==> config.mk <==
export PLATFORM = sky130hd
export DESIGN_NAME = msb_first_bit_reader
export DESIGN_NICKNAME = d
export VERILOG_FILES = /design/src/sv/mbr_pkg.sv /design/src/sv/msb_first_bit_reader.sv /design/src/sv/mbr_front.sv /design/src/sv/mbr_back.sv
export SDC_FILE = /design/constraint.sdc
export NUM_CORES = 2
export LEC_CHECK = 0
export ABC_AREA = 1
export ABC_CLOCK_PERIOD_IN_PS = 6100
export BUFFER_PORTS_ARGS = -buffer_cell sky130_fd_sc_hd__buf_2
export CORE_MARGIN = 4
export CORE_UTILIZATION = 34
export CTS_CLUSTER_DIAMETER = 100
export DETAILED_ROUTE_END_ITERATION = 16
export PLACE_DENSITY = 0.48
export SLEW_MARGIN = 30
export SYNTH_ARGS = -nofsm -noshare
export SYNTH_HDL_FRONTEND = slang
export SYNTH_HIERARCHICAL = 1
export SYNTH_SLANG_ARGS = --single-unit
==> constraint.sdc <==
create_clock -name i_clk -period 6.1 [get_ports i_clk]
set_input_delay 0.915 -clock i_clk [delete_from_list [all_inputs] [get_ports i_clk]]
set_output_delay 0.915 -clock i_clk [all_outputs]
set_load 0.01 [all_outputs]
==> src/sv/mbr_pkg.sv <==
`default_nettype none
// ----------------------------------------------------------------------------
// mbr_pkg
// Shared types, field widths and codes of the msb-first bit reader.
// ----------------------------------------------------------------------------
package mbr_pkg;

    localparam int FUNC_W   = 3;
    localparam int NBITS_W  = 6;
    localparam int BYTE_W   = 8;
    localparam int BITS_W   = 32;
    localparam int STATUS_W = 2;
    localparam int ALIGN_W  = 3;
    localparam int REMAIN_W = 12;
    localparam int POS_W    = 32;

    localparam int DEF_FIFO_DEPTH    = 256;
    localparam int DEF_MAX_READ_BITS = 32;

    // command queue between front and back, power of two
    localparam int Q_DEPTH = 2;
    localparam int Q_AW    = $clog2(Q_DEPTH);

    localparam logic [FUNC_W-1:0] FUNC_LOAD  = 3'd0;
    localparam logic [FUNC_W-1:0] FUNC_GET   = 3'd1;
    localparam logic [FUNC_W-1:0] FUNC_PEEK  = 3'd2;
    localparam logic [FUNC_W-1:0] FUNC_ALIGN = 3'd3;
    localparam logic [FUNC_W-1:0] FUNC_CLEAR = 3'd4;

    localparam logic [STATUS_W-1:0] ST_OK    = 2'd0;
    localparam logic [STATUS_W-1:0] ST_SHORT = 2'd1;
    localparam logic [STATUS_W-1:0] ST_FULL  = 2'd2;

    typedef enum logic [2:0] {
        OP_LOAD,
        OP_GET,
        OP_PEEK,
        OP_ALIGN,
        OP_CLEAR,
        OP_NOP
    } t_op;

    typedef struct packed {
        t_op                op;
        logic [NBITS_W-1:0] num_bits;
        logic [BYTE_W-1:0]  data;
    } t_cmd;

endpackage
`default_nettype wire

==> src/sv/msb_first_bit_reader.sv <==
`default_nettype none
// ----------------------------------------------------------------------------
// msb_first_bit_reader
// MSB-first bit reader over a byte FIFO with a bit window for field reads.
// ----------------------------------------------------------------------------
// Input words (i_valid/o_ready) carry a function, a bit count and a byte:
// load, get, peek, align or clear. Each input word yields one result word
// (o_valid/i_ready) with the bits read, a status, the align count, the
// unread bit total and the running bit position.
// An accepted word passes the command queue, then the output register.
// Loads, aligns, clears and ignored words run at one word per cycle unless
// the receiver stalls. A get or peek of n bits runs at once when the bit
// window already holds n bits; the window takes one byte per cycle while it
// has room from the byte store's registered read port, so back-to-back reads
// sustain about 8 bits per cycle, plus a store read when the window is empty.
// A short command queue parts the input side from the execution side and an
// output register holds a result while the receiver stalls; the block keeps
// taking words until the queue fills.
// Synchronous reset empties the queue, the store and the window and zeroes
// the bit position; store contents are left as they are.
// ----------------------------------------------------------------------------
module msb_first_bit_reader #(
    parameter int FIFO_DEPTH    = mbr_pkg::DEF_FIFO_DEPTH,
    parameter int MAX_READ_BITS = mbr_pkg::DEF_MAX_READ_BITS
) (
    input  wire                           i_clk,
    input  wire                           i_rst_n,
    input  wire                           i_valid,
    output logic                          o_ready,
    input  wire [mbr_pkg::FUNC_W-1:0]     i_func,
    input  wire [mbr_pkg::NBITS_W-1:0]    i_num_bits,
    input  wire [mbr_pkg::BYTE_W-1:0]     i_load_byte,
    output logic                          o_valid,
    input  wire                           i_ready,
    output logic [mbr_pkg::BITS_W-1:0]    o_bits_out,
    output logic [mbr_pkg::STATUS_W-1:0]  o_status,
    output logic [mbr_pkg::ALIGN_W-1:0]   o_aligned_count,
    output logic [mbr_pkg::REMAIN_W-1:0]  o_remain_bits,
    output logic [mbr_pkg::POS_W-1:0]     o_bit_position
);

    logic          cmd_vld;
    logic          cmd_rdy;
    mbr_pkg::t_cmd cmd;

    mbr_front #(
        .MAX_READ_BITS (MAX_READ_BITS)
    ) u_front (
        .i_clk       (i_clk),
        .i_rst_n     (i_rst_n),
        .i_valid     (i_valid),
        .o_ready     (o_ready),
        .i_func      (i_func),
        .i_num_bits  (i_num_bits),
        .i_load_byte (i_load_byte),
        .o_cmd_vld   (cmd_vld),
        .i_cmd_rdy   (cmd_rdy),
        .o_cmd       (cmd)
    );

    mbr_back #(
        .FIFO_DEPTH    (FIFO_DEPTH),
        .MAX_READ_BITS (MAX_READ_BITS)
    ) u_back (
        .i_clk           (i_clk),
        .i_rst_n         (i_rst_n),
        .i_cmd_vld       (cmd_vld),
        .o_cmd_rdy       (cmd_rdy),
        .i_cmd           (cmd),
        .o_valid         (o_valid),
        .i_ready         (i_ready),
        .o_bits_out      (o_bits_out),
        .o_status        (o_status),
        .o_aligned_count (o_aligned_count),
        .o_remain_bits   (o_remain_bits),
        .o_bit_position  (o_bit_position)
    );

endmodule
`default_nettype wire

==> src/sv/mbr_front.sv <==
`default_nettype none
// ----------------------------------------------------------------------------
// mbr_front
// Accepts input words, classifies them into commands and queues them.
// ----------------------------------------------------------------------------
module mbr_front #(
    parameter int MAX_READ_BITS = mbr_pkg::DEF_MAX_READ_BITS
) (
    input  wire                          i_clk,
    input  wire                          i_rst_n,
    input  wire                          i_valid,
    output logic                         o_ready,
    input  wire [mbr_pkg::FUNC_W-1:0]    i_func,
    input  wire [mbr_pkg::NBITS_W-1:0]   i_num_bits,
    input  wire [mbr_pkg::BYTE_W-1:0]    i_load_byte,
    output logic                         o_cmd_vld,
    input  wire                          i_cmd_rdy,
    output mbr_pkg::t_cmd                o_cmd
);

    localparam int CNT_W = $clog2(mbr_pkg::Q_DEPTH + 1);

    mbr_pkg::t_cmd            r_q [mbr_pkg::Q_DEPTH];
    logic [mbr_pkg::Q_AW-1:0] r_wp, n_wp;
    logic [mbr_pkg::Q_AW-1:0] r_rp, n_rp;
    logic [CNT_W-1:0]         r_cnt, n_cnt;
    mbr_pkg::t_cmd            dec;
    logic                     n_ok;
    logic                     push;
    logic                     pop;

    // get or peek with a count of zero or above the limit does nothing
    assign n_ok = (i_num_bits != '0) &&
                  (i_num_bits <= mbr_pkg::NBITS_W'(MAX_READ_BITS));

    always_comb begin
        dec.num_bits = i_num_bits;
        dec.data     = i_load_byte;
        case (i_func)
            mbr_pkg::FUNC_LOAD:  dec.op = mbr_pkg::OP_LOAD;
            mbr_pkg::FUNC_GET:   dec.op = n_ok ? mbr_pkg::OP_GET : mbr_pkg::OP_NOP;
            mbr_pkg::FUNC_PEEK:  dec.op = n_ok ? mbr_pkg::OP_PEEK : mbr_pkg::OP_NOP;
            mbr_pkg::FUNC_ALIGN: dec.op = mbr_pkg::OP_ALIGN;
            mbr_pkg::FUNC_CLEAR: dec.op = mbr_pkg::OP_CLEAR;
            default:             dec.op = mbr_pkg::OP_NOP;
        endcase
    end

    assign o_ready   = (r_cnt != CNT_W'(mbr_pkg::Q_DEPTH));
    assign o_cmd_vld = (r_cnt != '0);
    assign o_cmd     = r_q[r_rp];
    assign push      = i_valid && o_ready;
    assign pop       = i_cmd_rdy && o_cmd_vld;

    always_comb begin
        n_wp  = push ? r_wp + mbr_pkg::Q_AW'(1) : r_wp;
        n_rp  = pop ? r_rp + mbr_pkg::Q_AW'(1) : r_rp;
        n_cnt = r_cnt + CNT_W'(push) - CNT_W'(pop);
    end

    always_ff @(posedge i_clk) begin
        if (!i_rst_n) begin
            r_wp  <= '0;
            r_rp  <= '0;
            r_cnt <= '0;
        end else begin
            r_wp  <= n_wp;
            r_rp  <= n_rp;
            r_cnt <= n_cnt;
        end
    end

    always_ff @(posedge i_clk) begin
        if (push) begin
            r_q[r_wp] <= dec;
        end
    end

endmodule
`default_nettype wire

==> src/sv/mbr_back.sv <==
`default_nettype none
// ----------------------------------------------------------------------------
// mbr_back
// Byte store, bit window with byte refill, command execution, result register.
// ----------------------------------------------------------------------------
module mbr_back #(
    parameter int FIFO_DEPTH    = mbr_pkg::DEF_FIFO_DEPTH,
    parameter int MAX_READ_BITS = mbr_pkg::DEF_MAX_READ_BITS
) (
    input  wire                           i_clk,
    input  wire                           i_rst_n,
    input  wire                           i_cmd_vld,
    output logic                          o_cmd_rdy,
    input  mbr_pkg::t_cmd                 i_cmd,
    output logic                          o_valid,
    input  wire                           i_ready,
    output logic [mbr_pkg::BITS_W-1:0]    o_bits_out,
    output logic [mbr_pkg::STATUS_W-1:0]  o_status,
    output logic [mbr_pkg::ALIGN_W-1:0]   o_aligned_count,
    output logic [mbr_pkg::REMAIN_W-1:0]  o_remain_bits,
    output logic [mbr_pkg::POS_W-1:0]     o_bit_position
);

    localparam int WIN    = MAX_READ_BITS + 16;
    localparam int WCNT_W = $clog2(WIN + 1);
    localparam int AW     = $clog2(FIFO_DEPTH);
    localparam int CNT_W  = $clog2(FIFO_DEPTH + 1);
    localparam int TOT_W  = $clog2(8 * FIFO_DEPTH + 8);
    localparam int NW     = mbr_pkg::NBITS_W;

    logic [7:0]               r_mem [FIFO_DEPTH];
    logic [7:0]               r_rd_data;
    logic                     r_rd_vld, n_rd_vld;
    logic [AW-1:0]            r_wptr, n_wptr;
    logic [AW-1:0]            r_rptr, n_rptr;
    logic [CNT_W-1:0]         r_mcnt, n_mcnt;
    logic [WIN-1:0]           r_win, n_win;
    logic [WCNT_W-1:0]        r_wcnt, n_wcnt;
    logic [TOT_W-1:0]         r_total, n_total;
    logic [mbr_pkg::POS_W-1:0] r_pos, n_pos;

    logic                     r_o_vld;
    logic [mbr_pkg::BITS_W-1:0]   r_bits, n_bits;
    logic [mbr_pkg::STATUS_W-1:0] r_status, n_status;
    logic [mbr_pkg::ALIGN_W-1:0]  r_aligned, n_aligned;
    logic [mbr_pkg::REMAIN_W-1:0] r_remain;

    logic              out_free;
    logic              get_like;
    logic              have;
    logic              drained;
    logic              exec;
    logic              is_clear;
    logic              full;
    logic              load_ok;
    logic              issue;
    logic [NW-1:0]     nb;
    logic [NW-1:0]     wcnt6;
    logic [NW-1:0]     sh_amt;
    logic [NW-1:0]     fill_amt;
    logic [63:0]       win64;
    logic [63:0]       shifted;
    logic [32:0]       m_n;
    logic [32:0]       m_w;
    logic [31:0]       low;
    logic [WCNT_W-1:0] wcnt_c;
    logic [WCNT_W:0]   proj;
    logic [2:0]        pleft;

    assign nb       = i_cmd.num_bits;
    assign wcnt6    = NW'(r_wcnt);
    assign out_free = !r_o_vld || i_ready;
    assign get_like = i_cmd.op inside {mbr_pkg::OP_GET, mbr_pkg::OP_PEEK};
    assign have     = (wcnt6 >= nb);
    assign drained  = (r_mcnt == '0) && !r_rd_vld;
    // a read waits until the window holds enough bits or the store has run dry
    assign exec      = i_cmd_vld && out_free && (!get_like || have || drained);
    assign o_cmd_rdy = exec;
    assign is_clear  = exec && (i_cmd.op == mbr_pkg::OP_CLEAR);
    assign full      = ((r_total >> 3) >= TOT_W'(FIFO_DEPTH));
    assign load_ok   = exec && (i_cmd.op == mbr_pkg::OP_LOAD) && !full;
    assign pleft     = r_wcnt[2:0];

    // conservative space check: the byte in flight and the byte issued now must both fit
    assign proj  = (WCNT_W + 1)'(r_wcnt) + (r_rd_vld ? (WCNT_W + 1)'(8) : '0);
    assign issue = (r_mcnt != '0) && (proj <= (WCNT_W + 1)'(WIN - 8)) && !is_clear;

    // bit extraction
    always_comb begin
        win64    = 64'(r_win);
        sh_amt   = wcnt6 - nb;
        fill_amt = nb - wcnt6;
        shifted  = win64 >> sh_amt;
        m_n      = {33{1'b1}} << nb;
        m_w      = {33{1'b1}} << wcnt6;
        low      = win64[31:0] & ~m_w[31:0];
    end

    always_comb begin
        n_bits    = '0;
        n_status  = mbr_pkg::ST_OK;
        n_aligned = '0;
        n_total   = r_total;
        n_pos     = r_pos;
        wcnt_c    = r_wcnt;
        n_wptr    = r_wptr;
        n_rptr    = r_rptr;
        n_mcnt    = r_mcnt;
        n_win     = r_win;
        n_rd_vld  = issue;

        if (exec) begin
            case (i_cmd.op)
                mbr_pkg::OP_LOAD: begin
                    if (full) begin
                        n_status = mbr_pkg::ST_FULL;
                    end else begin
                        n_total = r_total + TOT_W'(8);
                    end
                end
                mbr_pkg::OP_GET, mbr_pkg::OP_PEEK: begin
                    if (have) begin
                        n_bits = shifted[31:0] & ~m_n[31:0];
                    end else begin
                        n_bits   = low << fill_amt;
                        n_status = mbr_pkg::ST_SHORT;
                    end
                    if (i_cmd.op == mbr_pkg::OP_GET) begin
                        n_pos = r_pos + mbr_pkg::POS_W'(nb);
                        if (have) begin
                            wcnt_c  = r_wcnt - WCNT_W'(nb);
                            n_total = r_total - TOT_W'(nb);
                        end else begin
                            wcnt_c  = '0;
                            n_total = '0;
                        end
                    end
                end
                mbr_pkg::OP_ALIGN: begin
                    n_aligned = pleft;
                    wcnt_c    = r_wcnt - WCNT_W'(pleft);
                    n_total   = r_total - TOT_W'(pleft);
                    n_pos     = r_pos + mbr_pkg::POS_W'(pleft);
                end
                mbr_pkg::OP_CLEAR: begin
                    wcnt_c  = '0;
                    n_total = '0;
                    n_pos   = '0;
                end
                default: begin
                end
            endcase
        end

        n_wcnt = wcnt_c;
        // fetched byte joins the window below the unread bits
        if (r_rd_vld && !is_clear) begin
            n_win  = {r_win[WIN-9:0], r_rd_data};
            n_wcnt = wcnt_c + WCNT_W'(8);
        end

        if (load_ok) begin
            n_wptr = (r_wptr == AW'(FIFO_DEPTH - 1)) ? '0 : r_wptr + AW'(1);
        end
        if (issue) begin
            n_rptr = (r_rptr == AW'(FIFO_DEPTH - 1)) ? '0 : r_rptr + AW'(1);
        end
        n_mcnt = r_mcnt + CNT_W'(load_ok) - CNT_W'(issue);

        if (is_clear) begin
            n_wptr   = '0;
            n_rptr   = '0;
            n_mcnt   = '0;
            n_rd_vld = 1'b0;
        end
    end

    always_ff @(posedge i_clk) begin
        if (load_ok) begin
            r_mem[r_wptr] <= i_cmd.data;
        end
        if (issue) begin
            r_rd_data <= r_mem[r_rptr];
        end
    end

    always_ff @(posedge i_clk) begin
        if (!i_rst_n) begin
            r_rd_vld <= 1'b0;
            r_wptr   <= '0;
            r_rptr   <= '0;
            r_mcnt   <= '0;
            r_wcnt   <= '0;
            r_total  <= '0;
            r_pos    <= '0;
            r_o_vld  <= 1'b0;
        end else begin
            r_rd_vld <= n_rd_vld;
            r_wptr   <= n_wptr;
            r_rptr   <= n_rptr;
            r_mcnt   <= n_mcnt;
            r_wcnt   <= n_wcnt;
            r_total  <= n_total;
            r_pos    <= n_pos;
            if (exec) begin
                r_o_vld <= 1'b1;
            end else if (i_ready) begin
                r_o_vld <= 1'b0;
            end
        end
    end

    always_ff @(posedge i_clk) begin
        r_win <= n_win;
        if (exec) begin
            r_bits    <= n_bits;
            r_status  <= n_status;
            r_aligned <= n_aligned;
            r_remain  <= mbr_pkg::REMAIN_W'(n_total);
        end
    end

    assign o_valid         = r_o_vld;
    assign o_bits_out      = r_bits;
    assign o_status        = r_status;
    assign o_aligned_count = r_aligned;
    assign o_remain_bits   = r_remain;
    assign o_bit_position  = r_pos;

endmodule
`default_nettype wire

==> results.sh <==
export IMPL_fillCellCount=28553
export IMPL_vias_per_cell=5.27
export IMPL_wl_per_cell_um=23.6
export IMPL_arrival_ns=5.80
export IMPL_yosys_area_top_type="edfxtp_1"
export IMPL_post_cts_setup_buffers=0
export IMPL_cp_common_cell="inv_1"
export IMPL_rsz0062_at_grt="false"
export IMPL_status="complete, no violations"
export IMPL_cts_tree="yes"
export IMPL_power_leakage_nw=38.1
export IMPL_drc=0
export IMPL_gp_congestion=0.915
export IMPL_area_growth_synth_to_final_pct=11.5
export IMPL_drtIter0Drc=6577
export IMPL_wl_met2_um=146000
export IMPL_final_core_utilization=0.382
export IMPL_powerDensity_nw_per_um2=483
export IMPL_grt_max_degree=223
export IMPL_core_area_sq_um=291000
export IMPL_crit_path_top_delay_cell="dfxtp_1"
export IMPL_clockBufferDepth=3
export IMPL_start_util=0.342
export IMPL_ir_worst_vdd_mv=0.369
export IMPL_fin_crit_sh=0.819
export IMPL_drt_first_pass_iters=9
export IMPL_portBuffers=103
export IMPL_die_y_um=550
export IMPL_crit_path_max_fanout=12
export IMPL_syn_nets=9273
export IMPL_clk_latency_ns=0.92
export IMPL_cts_resized_gates=0
export IMPL_track_usage=0.201
export IMPL_synth_seq_area_share=0.675
export IMPL_ys_ff_latch=2269
export IMPL_synth_top_area_share=0.659
export IMPL_grt_overflow_total=0
export IMPL_slew_headroom=0.323
export IMPL_hold_viol=0
export IMPL_start_kind="flop"
export IMPL_synth_distinct_cells=63
export IMPL_antenna_found_initial=12
export IMPL_die_area_sq_um=302000
export IMPL_cts_hold_repair_buffers=0
export IMPL_synth_warnings=6
export IMPL_setup_ws_ns=1.10
export IMPL_synth_edf_count=2187
export IMPL_hold_class="primary input to flop"
export IMPL_crit_type="flop to flop"
export IMPL_maxSlewViolCount=0
export IMPL_ios=104
export IMPL_cap_violations=0
export IMPL_setup_viol=0
export IMPL_tightest_slew_ns=1.01
export IMPL_skew_ns=0.0347
export IMPL_drive_above_1_share=0.0724
export IMPL_top_layer="met4"
export IMPL_htreeDepth=4
export IMPL_final_nets=9146
export IMPL_cp_cell_sequence="mux2_4, inv_1, ha_1, a21oi_2, o21ai_0, nor2_2, nand4_4, nand3_1, nand2_1, inv_1, ha_1, inv_1, ha_1, inv_1, fa_1, nor2_1, o21ai_0, a21oi_1, o21ai_0, nand2_1, a21oi_1, o21a_1"
export IMPL_root_buffer="clkbuf_16"
export IMPL_grt_pass1_wl_um=456000
export IMPL_cts_sinks=2269
export IMPL_numCtsBuffers=237
export IMPL_period_minus_slack_ns=5.00
export IMPL_synthArstFlopShare=0
export IMPL_cpPeakStageDelay_ns=0.60
export IMPL_place_ws_ns=1.08
export IMPL_endpoint_kind="flop"
export IMPL_dpl_hpwl_um=185000
export IMPL_clk_pin_slew_ns=0.06
export IMPL_grt_pass1_vias=67328
export IMPL_dpl_instance_area_sq_um=103000
export IMPL_totalWireLength_um=311000
export IMPL_met1_length_um=138000
export IMPL_design_area_sq_um=111000
export IMPL_die_w_um=550
export IMPL_netlist_top_cells_area="edfxtp_1 (66%), nor2_1 (7.5%), o21ai_0 (5.4%)"
export IMPL_rows=198
export IMPL_synthFlopType="edfxtp_1"
export IMPL_finalSetupTns_ns=0
export IMPL_required_ns=6.90
export IMPL_drtAntennaViolNets=0
export IMPL_fmax_mhz=200
export IMPL_avgSynthCellArea_sq_um=10.8
export IMPL_wl_met3_um=18200
export IMPL_netlist_area_sq_um=99700
export IMPL_synth_cells=9196
export IMPL_vias=69408
## metrics by stage
stage | instances | hold slack, ns | total power [mW]
finish | 13179 | 0.197 | 53.7
floorplan | 9196 | 0.400 | 32.4
global route | 13174 | 0.133 | 56.7
global placement | 12730 | 0.403 | 39.5
CTS | 13173 | 0.127 | 54.1
detailed placement | 12730 | 0.406 | 39.5
## final cells by class
type	instances	area, sq um	share of cell area
multi-input cells	6047	28400	0.255
well taps	3900	4880	0.0439
repair buffers	205	1590	0.0143
inverters	309	1200	0.0108
flip-flops and latches	2269	67300	0.605
clock inverters	151	1630	0.0146
diodes	6	15.0	0.000135
clock buffers	292	6210	0.0558
## cells in the final DEF, fill, tap and decap left out, types with 11 or more instances in the layout
cell / instances
dfxtp_1: 78
inv_2: 18
clkbuf_16: 238
nand3_1: 707
clkinvlp_4: 11
clkbuf_1: 49
o21ai_0: 1069
buf_12: 25
xnor2_1: 12
buf_2: 103
nor2_1: 1980
a31oi_1: 17
bufinv_16: 27
nor2_2: 18
o22ai_1: 69
buf_4: 77
ha_1: 49
clkinv_1: 56
clkinv_2: 42
or2_2: 16
xor2_1: 11
o211ai_1: 279
inv_1: 280
nand4_1: 51
nand2_1: 1309
nor3_1: 24
a21oi_1: 211
o21ai_1: 109
edfxtp_1: 2187
nand2_4: 16
## power breakdown
group | total, mW | switching, mW | internal, mW
Sequential | 19.8 | 0.546 | 19.3
Clock | 14.6 | 6.18 | 8.37
Combinational | 19.4 | 14.7 | 4.69
Total | 53.7 | 21.4 | 32.3
## worst paths after layout
check	cells past startpoint	from	endpoint	slack, ns
min reg2reg	0	u_back/r_rd_data[6]$_DFFE_PP_	u_back/r_win[6]$_DFFE_PP_	0.42
min	1	i_load_byte[4]	u_front/r_q[0][4]$_DFFE_PP_	0.20
max reg2reg	22	flop	u_back/r_mcnt[6]$_SDFF_PP0_	1.10
max	22	flop	u_back/r_mcnt[6]$_SDFF_PP0_	1.10
## registers in the layout, summed over array words and instances, names as in the netlist, 2 cells and up, named ones only
register                flops
u_back/o_bits_out          32
u_back/o_status             2
u_back/r_wcnt               6
u_back/o_bit_position      32
u_back/r_rptr               8
u_back/r_wptr               8
u_back/r_rd_data            8
u_back/o_aligned_count      3
u_back/r_win               48
u_back/r_mem             2048
u_back/r_mcnt               9
u_back/o_remain_bits       12
u_front/r_cnt               2
u_front/r_q                34
u_back/r_total             12
## critical path: cells and delay by family, from the launching register on
kind / cells / cell delay (ns)
compound gates: 7 / 0.95
fa+ha+maj: 4 / 1.24
buf+inv: 4 / 0.54
flops: 1 / 0.60
mux: 1 / 0.39
simple gates: 6 / 1.15
## Yosys cell counts, drive strengths merged, types with 5 or more instances
cell / number
edfxtp: 2187
nor2: 2006
nand2: 1332
o21ai: 1179
nand3: 708
buf: 368
inv: 305
o211ai: 279
a21oi: 212
clkbuf: 203
dfxtp: 82
o22ai: 69
nand4: 52
ha: 50
nor3: 26
or2: 22
a31oi: 17
mux2: 17
xor2: 16
xnor2: 12
fa: 6
a21o: 5
nand3b: 5
nor3b: 5
## cells by family after synthesis
group | share of synthesized area
simple gates | 0.171
flops | 0.675
compound gates | 0.0984
buf+inv | 0.0425
fa+ha+maj | 0.00748
xor+xnor | 0.00269
mux | 0.00230
## per-layer routing
| metal | GRT usage | vias to the layer above |
|---|---|---|
| met5 | 0 | - |
| li1 | - | 32140 |
| met2 | 0.327 | 2197 |
| met4 | 0.0588 | 0 |
| met1 | 0.277 | 34653 |
| met3 | 0.0312 | 418 |
No activity file was read; power rests on OpenSTA's default activity.
